`config.mk`:
```
export PLATFORM = sky130hd
export DESIGN_NAME = flash_phase_sync
export DESIGN_NICKNAME = d
export VERILOG_FILES = /design/src/rtl/core/fps_pkg.sv /design/src/rtl/core/fps_div.sv /design/src/rtl/core/flash_phase_sync.sv
export SDC_FILE = /design/constraint.sdc
export NUM_CORES = 1
export LEC_CHECK = 0
export BUFFER_PORTS_ARGS = -buffer_cell sky130_fd_sc_hd__buf_4
export CAP_MARGIN = 20
export CORE_MARGIN = 1.5
export CORE_UTILIZATION = 50
export DETAILED_ROUTE_END_ITERATION = 10
export PLACE_DENSITY = 0.74
export SYNTH_ARGS = -nofsm -noshare
export SYNTH_HDL_FRONTEND = slang
export SYNTH_SLANG_ARGS = --single-unit
```
`constraint.sdc`:
```
create_clock -name aclk -period 27 [get_ports aclk]
set_clock_uncertainty 0.05 [all_clocks]
set_input_delay 5.4 -clock aclk [delete_from_list [all_inputs] [get_ports aclk]]
set_output_delay 5.4 -clock aclk [all_outputs]
set_load 0.05 [all_outputs]
```
`src/rtl/core/fps_pkg.sv`:
```
package fps_pkg;

    // Fixed field and state widths
    localparam int PHASE_W = 8;
    localparam int LEN_W   = 7;
    localparam int TICK_W  = 8;
    localparam int SUM_W   = 18;
    localparam int DIFF_W  = 10;
    localparam int MAG_W   = SUM_W - 1;

    // Word operation codes
    localparam logic OP_TICK = 1'b0;
    localparam logic OP_MSG  = 1'b1;

    // Configuration register indexes
    localparam logic CFG_CYCLE_LENGTH = 1'b0;
    localparam logic CFG_FLASH_LENGTH = 1'b1;

    // Configuration reset values
    localparam logic [LEN_W-1:0] CYCLE_LENGTH_RST = 7'd64;
    localparam logic [LEN_W-1:0] FLASH_LENGTH_RST = 7'd8;

    // Top-level control states
    typedef enum logic [1:0] {
        ST_IDLE,
        ST_DIV,
        ST_EMIT
    } state_t;

    // Divide request from the control path to the serial divider
    typedef struct packed {
        logic             start;
        logic             neg;
        logic [MAG_W-1:0] mag;
    } div_req_t;

endpackage

```
`src/rtl/core/fps_div.sv`:
```
module fps_div #(
    parameter int DVS_W = 8
) (
    input  logic                                aclk,
    input  logic                                aresetn,
    input  fps_pkg::div_req_t                   req,
    input  logic [DVS_W-1:0]                    divisor,
    output logic                                done,
    output logic signed [fps_pkg::PHASE_W-1:0]  quot
);

    localparam int CNT_W = $clog2(fps_pkg::MAG_W + 1);

    logic                           busy_reg, busy_next;
    logic                           done_reg, done_next;
    logic [CNT_W-1:0]               cnt_reg, cnt_next;
    logic [DVS_W-1:0]               rem_reg;
    logic [fps_pkg::MAG_W-1:0]      quo_reg;
    logic [DVS_W-1:0]               dvs_reg;
    logic                           neg_reg;
    logic [fps_pkg::PHASE_W-1:0]    res_reg;

    logic [DVS_W+1:0]               trial;
    logic                           trial_ok;
    logic [DVS_W-1:0]               rem_step;
    logic [fps_pkg::PHASE_W-1:0]    res_sat;

    // Trial subtract of the divisor from the shifted remainder, one quotient bit a cycle
    assign trial    = {1'b0, rem_reg, quo_reg[fps_pkg::MAG_W-1]} - {2'b00, dvs_reg};
    assign trial_ok = ~trial[DVS_W+1];
    assign rem_step = trial_ok ? trial[DVS_W-1:0]
                               : {rem_reg[DVS_W-2:0], quo_reg[fps_pkg::MAG_W-1]};

    // Apply the sign and clamp to the signed phase range
    always_comb begin
        if (neg_reg) begin
            if (quo_reg > fps_pkg::MAG_W'(128)) begin
                res_sat = 8'h80;
            end else begin
                res_sat = 8'd0 - quo_reg[fps_pkg::PHASE_W-1:0];
            end
        end else begin
            if (quo_reg > fps_pkg::MAG_W'(127)) begin
                res_sat = 8'h7F;
            end else begin
                res_sat = quo_reg[fps_pkg::PHASE_W-1:0];
            end
        end
    end

    // Sequence control: load, iterate, finish
    always_comb begin
        busy_next = busy_reg;
        cnt_next  = cnt_reg;
        done_next = 1'b0;
        if (req.start) begin
            busy_next = 1'b1;
            cnt_next  = CNT_W'(fps_pkg::MAG_W);
        end else if (busy_reg) begin
            if (cnt_reg == '0) begin
                busy_next = 1'b0;
                done_next = 1'b1;
            end else begin
                cnt_next = cnt_reg - 1'b1;
            end
        end
    end

    always_ff @(posedge aclk) begin
        if (!aresetn) begin
            busy_reg <= 1'b0;
            done_reg <= 1'b0;
            cnt_reg  <= '0;
        end else begin
            busy_reg <= busy_next;
            done_reg <= done_next;
            cnt_reg  <= cnt_next;
        end
    end

    // Shift the dividend through the remainder and collect quotient bits
    always_ff @(posedge aclk) begin
        if (req.start) begin
            rem_reg <= '0;
            quo_reg <= req.mag;
            dvs_reg <= divisor;
            neg_reg <= req.neg;
        end else if (busy_reg && cnt_reg != '0) begin
            rem_reg <= rem_step;
            quo_reg <= {quo_reg[fps_pkg::MAG_W-2:0], trial_ok};
        end
        if (busy_reg && cnt_reg == '0) begin
            res_reg <= res_sat;
        end
    end

    assign done = done_reg;
    assign quot = $signed(res_reg);

endmodule

```
`src/rtl/core/flash_phase_sync.sv`:
```
// Flash phase sync: keeps a local flash-cycle phase that advances on each tick word
// (op = 0) and gathers neighbour phase offsets from message words (op = 1). Every
// accepted word returns exactly one result word. Ticks that do not end a cycle and
// all messages let the block take the next word right away unless the result output
// is held back by m_ready. A tick that ends a cycle with at least one message gathered
// runs the bit-serial divider that averages the offsets: one quotient bit per cycle
// over the 17-bit sum magnitude; no new word is taken before that result is loaded.
// A cycle-end tick with no messages restarts at phase zero. The cycle_length (index 0)
// and flash_length (index 1) registers are written through the cfg port and take
// effect for the next word.
module flash_phase_sync #(
    parameter int MAX_MESSAGES = 255
) (
    input  logic                            aclk,
    input  logic                            aresetn,

    input  logic                            cfg_valid,
    output logic                            cfg_ready,
    input  logic                            cfg_index,
    input  logic [fps_pkg::LEN_W-1:0]       cfg_data,

    input  logic                            s_valid,
    output logic                            s_ready,
    input  logic                            s_op,
    input  logic [fps_pkg::PHASE_W-1:0]     s_neighbour_phase,

    output logic                            m_valid,
    input  logic                            m_ready,
    output logic                            m_light_on,
    output logic                            m_flash_start,
    output logic [fps_pkg::PHASE_W-1:0]     m_phase_byte
);

    localparam int CNT_RAW = $clog2(MAX_MESSAGES + 1);
    localparam int CNT_W   = (CNT_RAW < 2) ? 2 : CNT_RAW;
    localparam logic [CNT_W-1:0] CNT_MAX = CNT_W'(MAX_MESSAGES);

    fps_pkg::state_t                        state_reg, state_next;
    logic [fps_pkg::LEN_W-1:0]              cl_reg, fl_reg;
    logic signed [fps_pkg::PHASE_W-1:0]     lp_reg, lp_next;
    logic [fps_pkg::TICK_W-1:0]             ticks_reg, ticks_next;
    logic signed [fps_pkg::SUM_W-1:0]       sum_reg, sum_next;
    logic [CNT_W-1:0]                       count_reg, count_next;
    logic                                   light_reg, light_next;
    logic                                   m_valid_reg, m_valid_next;
    logic                                   m_light_on_reg;
    logic                                   m_flash_start_reg;
    logic [fps_pkg::PHASE_W-1:0]            m_phase_byte_reg;

    logic                                   out_load;
    logic                                   out_light;
    logic                                   out_flash;
    logic [fps_pkg::PHASE_W-1:0]            out_phase;

    logic signed [fps_pkg::PHASE_W:0]       phase_inc;
    logic                                   wrap_end;
    logic [fps_pkg::TICK_W-1:0]             ticks_inc;
    logic signed [fps_pkg::DIFF_W-1:0]      diff, diff_a, diff_b, cl_s;
    logic signed [fps_pkg::DIFF_W:0]        cl_w, cl_neg_w;
    logic signed [fps_pkg::SUM_W-1:0]       sum_add;
    logic                                   accept;

    fps_pkg::div_req_t                      div_req;
    logic                                   div_done;
    logic signed [fps_pkg::PHASE_W-1:0]     div_quot;

    assign accept    = s_valid && s_ready;
    assign s_ready   = (state_reg == fps_pkg::ST_IDLE) && (!m_valid_reg || m_ready);
    assign cfg_ready = 1'b1;

    // Tick arithmetic
    assign phase_inc = $signed({lp_reg[fps_pkg::PHASE_W-1], lp_reg}) + 9'sd1;
    assign wrap_end  = phase_inc >= $signed({2'b00, cl_reg});
    assign ticks_inc = (ticks_reg == 8'hFF) ? ticks_reg : ticks_reg + 8'd1;

    // Neighbour offset, wrapped once toward plus or minus half a cycle
    assign cl_s     = $signed({3'b000, cl_reg});
    assign cl_w     = $signed({4'b0000, cl_reg});
    assign cl_neg_w = 11'sd0 - cl_w;
    assign diff     = $signed({2'b00, s_neighbour_phase})
                    - $signed({{2{lp_reg[fps_pkg::PHASE_W-1]}}, lp_reg});
    assign diff_a   = ($signed({diff, 1'b0}) > cl_w) ? diff - cl_s : diff;
    assign diff_b   = ($signed({diff_a, 1'b0}) < cl_neg_w) ? diff_a + cl_s : diff_a;
    assign sum_add  = sum_reg
                    + $signed({{(fps_pkg::SUM_W-fps_pkg::DIFF_W){diff_b[fps_pkg::DIFF_W-1]}},
                               diff_b});

    // Divide request: magnitude and sign of the offset sum
    always_comb begin
        div_req.neg = sum_reg[fps_pkg::SUM_W-1];
        if (sum_reg[fps_pkg::SUM_W-1]) begin
            div_req.mag = fps_pkg::MAG_W'(-sum_reg);
        end else begin
            div_req.mag = fps_pkg::MAG_W'(sum_reg);
        end
        div_req.start = accept && (s_op == fps_pkg::OP_TICK) && wrap_end
                        && (count_reg != '0);
    end

    // Next state and result word
    always_comb begin
        state_next = state_reg;
        lp_next    = lp_reg;
        ticks_next = ticks_reg;
        sum_next   = sum_reg;
        count_next = count_reg;
        light_next = light_reg;
        out_load   = 1'b0;
        out_light  = light_reg;
        out_flash  = 1'b0;
        out_phase  = lp_reg;
        case (state_reg)
            fps_pkg::ST_IDLE: begin
                if (accept) begin
                    if (s_op == fps_pkg::OP_TICK) begin
                        if (wrap_end) begin
                            light_next = 1'b1;
                            ticks_next = '0;
                            sum_next   = '0;
                            count_next = '0;
                            if (count_reg == '0) begin
                                lp_next   = '0;
                                out_load  = 1'b1;
                                out_light = 1'b1;
                                out_flash = 1'b1;
                                out_phase = '0;
                            end else begin
                                state_next = fps_pkg::ST_DIV;
                            end
                        end else begin
                            lp_next    = phase_inc[fps_pkg::PHASE_W-1:0];
                            ticks_next = ticks_inc;
                            if (ticks_inc > {1'b0, fl_reg}) begin
                                light_next = 1'b0;
                            end
                            out_load  = 1'b1;
                            out_light = light_next;
                            out_phase = phase_inc[fps_pkg::PHASE_W-1:0];
                        end
                    end else begin
                        // Drop the message once the count is full
                        if (count_reg != CNT_MAX) begin
                            sum_next   = sum_add;
                            count_next = count_reg + 1'b1;
                        end
                        out_load = 1'b1;
                    end
                end
            end
            fps_pkg::ST_DIV: begin
                if (div_done) begin
                    lp_next    = div_quot;
                    state_next = fps_pkg::ST_EMIT;
                end
            end
            fps_pkg::ST_EMIT: begin
                if (!m_valid_reg || m_ready) begin
                    out_load   = 1'b1;
                    out_flash  = 1'b1;
                    state_next = fps_pkg::ST_IDLE;
                end
            end
            default: begin
                state_next = fps_pkg::ST_IDLE;
            end
        endcase
    end

    // Hold the result word until it is taken
    always_comb begin
        if (out_load) begin
            m_valid_next = 1'b1;
        end else if (m_ready) begin
            m_valid_next = 1'b0;
        end else begin
            m_valid_next = m_valid_reg;
        end
    end

    always_ff @(posedge aclk) begin
        if (!aresetn) begin
            state_reg   <= fps_pkg::ST_IDLE;
            cl_reg      <= fps_pkg::CYCLE_LENGTH_RST;
            fl_reg      <= fps_pkg::FLASH_LENGTH_RST;
            lp_reg      <= '0;
            ticks_reg   <= '0;
            sum_reg     <= '0;
            count_reg   <= '0;
            light_reg   <= 1'b0;
            m_valid_reg <= 1'b0;
        end else begin
            state_reg   <= state_next;
            lp_reg      <= lp_next;
            ticks_reg   <= ticks_next;
            sum_reg     <= sum_next;
            count_reg   <= count_next;
            light_reg   <= light_next;
            m_valid_reg <= m_valid_next;
            if (cfg_valid && cfg_ready) begin
                case (cfg_index)
                    fps_pkg::CFG_CYCLE_LENGTH: cl_reg <= cfg_data;
                    fps_pkg::CFG_FLASH_LENGTH: fl_reg <= cfg_data;
                    default: ;
                endcase
            end
        end
    end

    // Load the output payload
    always_ff @(posedge aclk) begin
        if (out_load) begin
            m_light_on_reg    <= out_light;
            m_flash_start_reg <= out_flash;
            m_phase_byte_reg  <= out_phase;
        end
    end

    fps_div #(
        .DVS_W (CNT_W)
    ) u_div (
        .aclk    (aclk),
        .aresetn (aresetn),
        .req     (div_req),
        .divisor (count_reg),
        .done    (div_done),
        .quot    (div_quot)
    );

    assign m_valid       = m_valid_reg;
    assign m_light_on    = m_light_on_reg;
    assign m_flash_start = m_flash_start_reg;
    assign m_phase_byte  = m_phase_byte_reg;

`ifndef SYNTHESIS
    a_count_limit: assert property (@(posedge aclk) disable iff (!aresetn)
        count_reg <= CNT_MAX)
        else $error("message count above limit");

    a_done_in_div: assert property (@(posedge aclk) disable iff (!aresetn)
        div_done |-> state_reg == fps_pkg::ST_DIV)
        else $error("divider finished outside divide state");

    a_flash_lit: assert property (@(posedge aclk) disable iff (!aresetn)
        (m_valid_reg && m_flash_start_reg) |-> m_light_on_reg)
        else $error("flash start word without light on");

    a_div_start_idle: assert property (@(posedge aclk) disable iff (!aresetn)
        div_req.start |=> state_reg == fps_pkg::ST_DIV)
        else $error("divide started without entering divide state");
`endif

endmodule

```
==> results.md, run 1 <==
- Status: complete, no violations
- Flop pwr share: 33.4%
- Post-synthesis register bit count: 119
- Cells after Synth: 988
- Lkg Pwr: 4.06 nW
- Total track usage: 22.2%
- Clock network fraction of design power: 33.3%
- Die X: 133 um
- Sink Count: 119
- Max Fclk: 0.0711 GHz
- Design area: 9500 um2
- First-pass GRT wire length: 32,000 um
- Cell variety after synth: 68
- Hold Crit Class: reg -> reg
- Hold Buf Count CTS: 0
- DP Wirelength: 14,100 um
- Setup Buffers After CTS: 0
- Comb pwr share: 33.3%
- Minimum clock period: 14,070 ps
- Root buf cell: clkbuf_16
- Startpoint Class: input pin
- CP max FO: 13
- Most frequent cells in the layout: nand2_1, ha_1, dfxtp_1
- CTS clock-pin slew for the worst setup and hold paths: 50 ps
- TritonCTS buffer count: 17
- Site Rows: 47
- Vias: 7,086
- Critical Path Most Common Cell: a21oi_1
- Die height: 133 um
- DRC Markers: 0
- Crit end category: flip-flop
- Cell internal pwr: 427 uW
- Die Area: 17,800 um2
- Max incr delay on CP: 620 ps
- Via density per instance: 5.68
- # IOs: 35
- Post-Place Cell Area: 8930 um2
- Initial Utilization: 51.3%
- VDD IR-drop max: 0.0405 mV
- Final setup violation count: 0
- Net Sw Frac: 33.0%
- CP required: 27,260 ps
- Final Hold Violating Endpoints: 0
- Pwr dens: 67.0 nW/um2
- Met2 wire length: 9180 um
- Synth Cell Area: 8500 um2
- RSZ-0062 raised after global routing: false
- Starting DRT DRC Count: 371
- H-tree Lvls: 4
- Met1 wire length: 8850 um
- Layout area overhead: 11.7%
- Max-cap violations: 0
- Gp weighted congestion: 0.847
- Max reg flops: 18
- CTS tree: yes
- Core Area: 16,600 um2
- Post-cts resize count: 0
- Maximum clock path buffer count: 2
- WL met3: 600 um
- Ys flop type: dfxtp_1
- Ys async rst share: 0%
- Final wirelength: 19,000 um
- Rel. slew slack: 33.5%
- Overflow after GRT: 0
- Highest Signal Layer: met4
- Initial antenna violation count: 0
- Register area share after synthesis: 33.2%
- Pre-Repair DR Iteration Count: 5
- Max stage delay cell, worst path: or4_2
- Crit path DAT: 14,330 ps
- Largest net degree at the start of global routing: 43
- Number of flops mapped to enable cells by yosys: 44
- IO Port Bufs: 33
- Max Slew Vio Count: 0
- WL/cell: 15.2 um
- Mean Syn Cell Area: 8.61 um2
- Fraction of layout cells with a size suffix above 1: 8.66%
- Clk_lat worst skew: 420 ps
- Switching power: 210 uW
- Slew @ Worst Pin: 990 ps
- Commonest non-fill, non-tap cell in the layout: nand2_1
- Setup TNS: 0 ps
- Final net count: 1,128
- Critical path class: in -> reg
- Number of global-route vias before repair: 6,734
- Ant. Diodes: 0
- Post-route ant nets: 0
- Synth warn: 0
- Synth Net Count: 1,101
- Tcrit/Tclk final: 52.1%
==> metal layers <==
metal,vias to the layer above,GRT usage (%)
met5,-,0
met4,0,7.37
met3,27,3.81
met2,152,37.9
met1,3296,28.6
li1,3611,-
==> power groups by stage <==
stage / logic [mW] / clock network, mW / registers, mW
CTS: 0.211 / 0.215 / 0.213
global route: 0.239 / 0.223 / 0.215
global placement: 0.205 / 0 / 0.216
floorplan: 0.167 / 0 / 0.216
detailed placement: 0.210 / 0 / 0.216
finish: 0.212 / 0.212 / 0.213
==> path summary, 6_finish.rpt <==
kind                                           start               end  slack [ps]  cells past startpoint
worst max-delay path            s_neighbour_phase[0]       sum_reg[16]       12930                     41
worst min-delay path                u_div.rem_reg[6]  u_div.rem_reg[6]         420                      2
worst max register to register             lp_reg[0]       sum_reg[16]       17400                     39
worst min register to register      u_div.rem_reg[6]  u_div.rem_reg[6]         420                      2
==> critical path, delay by kind of cell <==
kind            cells  cell delay, ps
buf+inv             5             410
xor+xnor            1             130
compound gates     21            4480
mux                 1             410
fa+ha+maj           7            2000
simple gates        6            1520
==> final cells by class <==
| cell class | instances | area (um2) |
|---|---|---|
| well taps | 220 | 275 |
| clock inverters | 7 | 37.5 |
| inverters | 74 | 278 |
| repair buffers | 37 | 278 |
| clock buffers | 25 | 528 |
| fillers | 1434 | 7080 |
| multi-input cells | 766 | 5280 |
| flip-flops and latches | 119 | 2820 |
==> cells by family (layout without fill, tap and decap cells) <==
| kind of cell | Yosys count | count (layout) | synth area share, % |
|---|---|---|---|
| other cells | 1 | 1 | 0.0441 |
| compound gates | 270 | 270 | 21.2 |
| flops | 119 | 119 | 33.2 |
| fa+ha+maj | 92 | 92 | 14.0 |
| xor+xnor | 70 | 70 | 7.30 |
| simple gates | 316 | 316 | 17.4 |
| buf+inv | 103 | 143 | 4.77 |
| mux | 17 | 17 | 2.09 |
==> synth_stat cells (3+ instances only) <==
| cell | number | area, um2 |
|---|---|---|
| a22o_1 | 18 | 158 |
| nand2_1 | 119 | 447 |
| and3_1 | 9 | 56.3 |
| inv_1 | 74 | 278 |
| a21boi_0 | 22 | 165 |
| xor2_1 | 36 | 315 |
| xnor2_1 | 33 | 289 |
| o21ai_0 | 67 | 335 |
| and2_1 | 4 | 25.0 |
| a21o_1 | 23 | 173 |
| o31ai_1 | 4 | 30.0 |
| nand2b_1 | 14 | 87.6 |
| a21oi_1 | 57 | 285 |
| edfxtp_1 | 44 | 1320 |
| nor2b_1 | 16 | 100 |
| o311ai_0 | 5 | 43.8 |
| nand3_1 | 38 | 190 |
| clkbuf_1 | 25 | 93.8 |
| nor2_1 | 58 | 218 |
| nor3_1 | 20 | 100 |
| o22ai_1 | 11 | 68.8 |
| a21o_2 | 3 | 26.3 |
| o21a_1 | 13 | 97.6 |
| nand4_1 | 9 | 56.3 |
| nor4_1 | 8 | 50.1 |
| mux2i_1 | 11 | 110 |
| mux2_2 | 6 | 67.6 |
| a211oi_1 | 7 | 52.6 |
| ha_1 | 86 | 1080 |
| fa_1 | 5 | 100 |
| dfxtp_1 | 75 | 1500 |
| o211ai_1 | 7 | 52.6 |
| o31a_1 | 10 | 87.6 |
| or3_1 | 10 | 62.6 |
==> through the flow <==
step	hold slack (ps)	instances	worst slack [ps]	util, %	total power, mW
6_report	422	1248	12930	57.3	0.637
5_1_grt	457	1248	12120	57.3	0.677
4_1_cts	426	1248	12960	57.3	0.639
3_5_place_dp	419	1216	12560	53.9	0.426
3_3_place_gp	415	1216	12720	53.9	0.421
2_1_floorplan	391	988	13800	-	0.383
No activity file was read; power rests on OpenSTA's default activity.
==> run 2: changes to the inputs <==
ABC_AREA = 1   (was not set)
clock period = 14.5 ns   (was 27 ns; I/O delays follow)
==> run 2 against run 1 <==
  * Register-to-register slack got worse by 9900 ps
  * First-iteration DRC count rose by 60%
  * Critical path type unchanged
  * Clock power rose by 91%
  * Sequential share of layout area fell by 1.2 points
  * Flip-flop and latch count did not move
  * Critical path depth rose by 6
  * Die area rose by 4.8%
  * Global-route usage rose by 1.4 points
  * Combinational power rose to 3.1 times the previous value
  * Via count rose by 14%
  * Cell count rose by 21%
  * Sequential power rose by 89%
==> results.md, run 2 <==
- Post-route ant nets: 0
- Max Slew Vio Count: 0
- Largest family of logic cells by synthesized area: simple AND/OR/NAND/NOR gates
- Crit path DAT: 9270 ps
- Starting DRT DRC Count: 593
- Lkg Pwr: 4.71 nW
- Maximum clock path buffer count: 2
- VDD IR-drop max: 0.106 mV
- Final wirelength: 20,900 um
- Rel. slew slack: 38.7%
- IO Port Bufs: 33
- Core Area: 17,400 um2
- Largest net degree at the start of global routing: 44
- CP required: 14,730 ps
- Synth Cell Area: 8920 um2
- Minimum clock period: 9040 ps
- Initial antenna violation count: 0
- Number of global-route vias before repair: 7,565
- Clock network fraction of design power: 27.6%
- Post-Synth XOR/XNOR Area: 6.58%
- Count leader, synth: nand2_1
- Hold endpoint: u_div.dvs_reg[5]
- Largest cells by area after synthesis: dfxtp_1, edfxtp_1, nand2_1
- Cell internal pwr: 851 uW
- CTS clock-pin slew for the worst setup and hold paths: 60 ps
- WL/cell: 13.9 um
- DRC Markers: 0
- H-tree Lvls: 4
- Synth warn: 0
- Worst hold stages: 0
- Complex-gate fraction of the synthesized area: 15.6%
- Layout area overhead: 11.0%
- Commonest non-fill, non-tap cell in the layout: nand2_1
- Register area share after synthesis: 31.6%
- FF-to-FF End: sum_reg[11]
- Setup Buffers After CTS: 0
- Initial Utilization: 51.4%
- Startpoint Class: input pin
- Synth area leader: dfxtp_1
- Die X: 137 um
- CP max FO: 15
- Max-cap violations: 0
- Final net count: 1,381
- Final setup violation count: 0
- Setup TNS: 0 ps
- Critical Path Most Common Cell: nand2_1
- # IOs: 35
- Pwr dens: 148 nW/um2
- Reg2Reg Setup Slack: 7490 ps
- Comb pwr share: 44.9%
- Max stage delay cell, worst path: o21ai_0
- Vias: 8,104
- Sink Count: 119
- First-pass GRT wire length: 35,000 um
- Post-Synth Simple-Gate Area: 24.0%
- Synth Net Count: 1,352
- Synth Area in Adders: 13.2%
- TritonCTS buffer count: 17
- Post-synthesis register bit count: 119
- Die height: 137 um
- Ys flop type: dfxtp_1
- Via density per instance: 5.38
- Status: complete, no violations
- Total track usage: 23.6%
- CP startpoint: s_neighbour_phase[0]
- Gp weighted congestion: 0.936
- Ys async rst share: 0%
- Top-area cell type share of the netlist area: 16.8%
- Ant. Diodes: 0
- Overflow after GRT: 0
- Hold Buf Count CTS: 0
- Net Sw Frac: 41.9%
- Post-synth top cells: nand2_1, inv_1, a21oi_1
- Crit end category: flip-flop
- R2r startpoint: lp_reg[0]
- Mux cell area share after synthesis: 0.112%
- Most frequent cells in the layout: nand2_1, inv_1, a21oi_1
- Max incr delay on CP: 480 ps
- Die Area: 18,700 um2
- RSZ-0062 raised after global routing: false
- Cell variety after synth: 50
- Tcrit/Tclk final: 62.3%
- Fraction of layout cells with a size suffix above 1: 8.12%
- Max Fclk: 0.111 GHz
- Pre-Repair DR Iteration Count: 7
- DP Wirelength: 15,700 um
- Final Hold Violating Endpoints: 0
- Slew @ Worst Pin: 917 ps
- Cells after Synth: 1,239
- Reg2Reg Depth: 45
- Mean Syn Cell Area: 7.20 um2
- Switching power: 614 uW
- Root buf cell: clkbuf_16
- Hold Crit Class: reg -> reg
- Site Rows: 48
- Critical path class: in -> reg
- Max reg flops: 18
- Hold wc startpoint: count_reg[5]
- Number of flops mapped to enable cells by yosys: 44
- CTS tree: yes
- Total power: 1.46 mW
- Flop pwr share: 27.5%
- Clk_lat worst skew: 420 ps
- Post-cts resize count: 0
==> run 2: cell count changes in the layout (fill, tap and decap cells not counted), moves of 14 or more <==
cell and change:
nand2_1 +173, inv_1 +88, a21oi_1 +53, nor2_1 +39
a21boi_0 -22, a21o_1 -18, a22o_1 -18, o21ai_0 +17
nor2b_1 -16, xnor2_1 -15, nand2b_1 -14, nand3_1 +14
==> run 2: cell type report <==
type	instances	area (um2)
sequential	119	2820
fill	1589	7450
timing repair buffer	36	270
inverter	175	657
multi-input combinational	919	5310
clock buffer	18	439
tap	225	282
clock inverter	14	124
==> run 2: power groups by stage <==
stage | registers, mW | clock network, mW | logic, mW
4_1_cts | 0.403 | 0.409 | 0.651
3_3_place_gp | 0.408 | 0 | 0.633
5_1_grt | 0.407 | 0.423 | 0.749
2_1_floorplan | 0.412 | 0 | 0.509
6_report | 0.403 | 0.404 | 0.657
3_5_place_dp | 0.409 | 0 | 0.643
==> run 2: worst max-delay path by stage <==
stage	cells past startpoint	to	slack (ps)
floorplan	49	sum_reg[16]	5930
finish	47	sum_reg[11]	5460
CTS	47	sum_reg[11]	5630
detailed placement	47	sum_reg[11]	5230
global placement	45	sum_reg[11]	5480
global route	45	sum_reg[11]	4770
==> run 2: kinds of logic (layout without fill, tap and decap cells) <==
| logic type | after synthesis | count (layout) |
|---|---|---|
| and+or+nand+nor | 507 | 507 |
| AOI/OAI and AO/OA | 252 | 252 |
| buffers and inverters | 201 | 243 |
| DFF | 119 | 119 |
| adders and majority gates | 91 | 91 |
| xor gates and xnor gates | 67 | 67 |
| other | 1 | 1 |
| muxes | 1 | 1 |
==> run 2: metal layers <==
metal	vias to the layer above	wire, um	GRT usage, %
met5	-	0	0
met4	0	346	7.74
met3	24	1040	3.56
met2	219	9860	40.3
met1	3721	9680	30.6
li1	4140	-	-
==> run 2: worst max-delay path: cells and delay by family <==
family	cells	cell delay (ps)
and+or+nand+nor	23	1790
buffers and inverters	6	560
xor gates and xnor gates	1	250
AOI/OAI and AO/OA	12	2280
adders and majority gates	5	1470
==> run 2: metrics by stage <==
stage               hold WS (ps)  instance area (um2)  utilization, %  worst slack [ps]  instances
finish                       377                 9910            57.1              5460       1506
global route                 404                 9910            57.1              4770       1506
CTS                          377                 9900            57.0              5630       1505
detailed placement           365                 9340            53.8              5230       1473
global placement             364                 9340            53.8              5480       1473
floorplan                    358                 8920               -              5930       1239
==> run 3: changes to the inputs <==
clock period = 9.18 ns   (was 14.5 ns; I/O delays follow)
==> run 3 against run 2 <==
  * Sequential power increased by 58%
  * Hold slack better by 5.7 ps
  * First-iteration DRC count down 20%
  * Combinational power increased by 57%
  * Critical path depth did not move
  * Register-to-register slack got worse by 5300 ps
  * Clock power up 60%
  * Via count is 1.2% lower
  * Cell count is the same
  * Sequential share of layout area about the same
  * Core utilization is essentially flat
  * Total power increased by 58%
  * Largest power group unchanged
  * Highest routed layer unchanged
==> results.md, run 3 (same netlist as run 2, synthesis figures left out) <==
- Status: complete, no violations
- RSZ-0062 raised after global routing: false
- Crit end category: flip-flop
- WL/cell: 13.8 um
- Via density per instance: 5.32
- Die X: 137 um
- CP required: 9410 ps
- Post-route setup slack: 1270 ps
- Rel. slew slack: 39.9%
- Ant. Diodes: 0
- TritonCTS buffer count: 17
- Post-Place Cell Area: 9340 um2
- Site Rows: 48
- Commonest non-fill, non-tap cell in the layout: nand2_1
- Max stage delay cell, worst path: o21ai_0
- Sink Count: 119
- Startpoint Class: input pin
- Critical Path Most Common Cell: nand2_1
- Reg2Reg Setup Slack: 2230 ps
- # IOs: 35
- CTS clock-pin slew for the worst setup and hold paths: 60 ps
- Maximum clock path buffer count: 2
- DP Wirelength: 15,700 um
- Met2 wire length: 9890 um
- Crit path max-delay family: compound AO/OA/AOI/OAI gates
- Buffers & Inverters on Critical Path: 6
- Vias: 8,009
- Root buf cell: clkbuf_16
- Initial antenna violation count: 0
- IO Port Bufs: 33
- Met1 wire length: 9620 um
- Max-cap violations: 0
- Lkg Pwr: 4.71 nW
- Starting DRT DRC Count: 472
- First-pass GRT wire length: 34,900 um
- Post-cts resize count: 0
- Initial Utilization: 51.4%
- Layout area overhead: 11.1%
- Pwr dens: 233 nW/um2
- Pre-CTS setup slack: 995 ps
- Setup TNS: 0 ps
- Pre-Repair DR Iteration Count: 6
- Fraction of layout cells with a size suffix above 1: 7.88%
- CTS tree: yes
- Max incr delay on CP: 450 ps
- Total track usage: 23.6%
- Final Hold Violating Endpoints: 0
- Max Fclk: 0.126 GHz
- Die height: 137 um
- Die Area: 18,700 um2
- Max reg flops: 18
- VDD IR-drop max: 0.164 mV
- Slew @ Worst Pin: 898 ps
- Highest Signal Layer: met4
- Final wirelength: 20,800 um
- Setup Buffers After CTS: 0
- CP max FO: 15
- Crit path DAT: 8140 ps
- Clk_lat worst skew: 430 ps
- Tcrit/Tclk final: 86.2%
- Hold Crit Class: reg -> reg
- Max Slew Vio Count: 0
- H-tree Lvls: 4
- Minimum clock period: 7910 ps
- Final setup violation count: 0
- Final net count: 1,381
- WL met3: 995 um
- DRC Markers: 0
- Core Area: 17,400 um2
- Post-route ant nets: 0
- Design area: 9910 um2
- Gp weighted congestion: 0.936
- Critical path class: in -> reg
- Total power: 2.31 mW
- Hold Buf Count CTS: 0
- Overflow after GRT: 0
- Post-layout util: 57.1%
- Largest net degree at the start of global routing: 44
- Number of global-route vias before repair: 7,529
- Most frequent cells in the layout: nand2_1, inv_1, a21oi_1
==> run 3: changes by cell type in the layout (fill, tap and decap cells not counted) <==
cell	change
clkinv_4	-1
clkinv_2	-1
clkinvlp_4	-1
clkbuf_16	+1
inv_6	-1
clkbuf_1	+3
==> run 3: power by group <==
group	switching, mW	leakage, nW	internal, mW
registers	0.0489	1.02	0.587
logic	0.654	3.41	0.376
clock network	0.251	0.274	0.396
total	0.954	4.71	1.36
==> run 3: layout make-up <==
class	count	area (um2)
timing repair buffer	36	270
clock buffer	22	475
clock inverter	10	93.8
sequential	119	2820
tap	225	282
fill	1625	7440
multi-input combinational	919	5310
inverter	175	657
==> run 3: final timing paths <==
check	cells after the start	to	start
worst min-delay path	0	u_div.dvs_reg[5]	count_reg[5]
worst max register to register	45	sum_reg[11]	lp_reg[0]
worst max-delay path	47	sum_reg[11]	s_neighbour_phase[0]
worst min register to register	0	u_div.dvs_reg[5]	count_reg[5]
==> run 3: metrics by stage <==
stage	hold WS (ps)	std cells
global route	387	1506
finish	382	1506
detailed placement	371	1473
global placement	364	1473
floorplan	358	1239
CTS	382	1505
==> run 3: routing by layer <==
layer	global-route usage, %	vias up
li1	-	4151
met1	30.4	3628
met2	40.7	207
met3	3.56	23
met4	6.56	0
met5	0	-
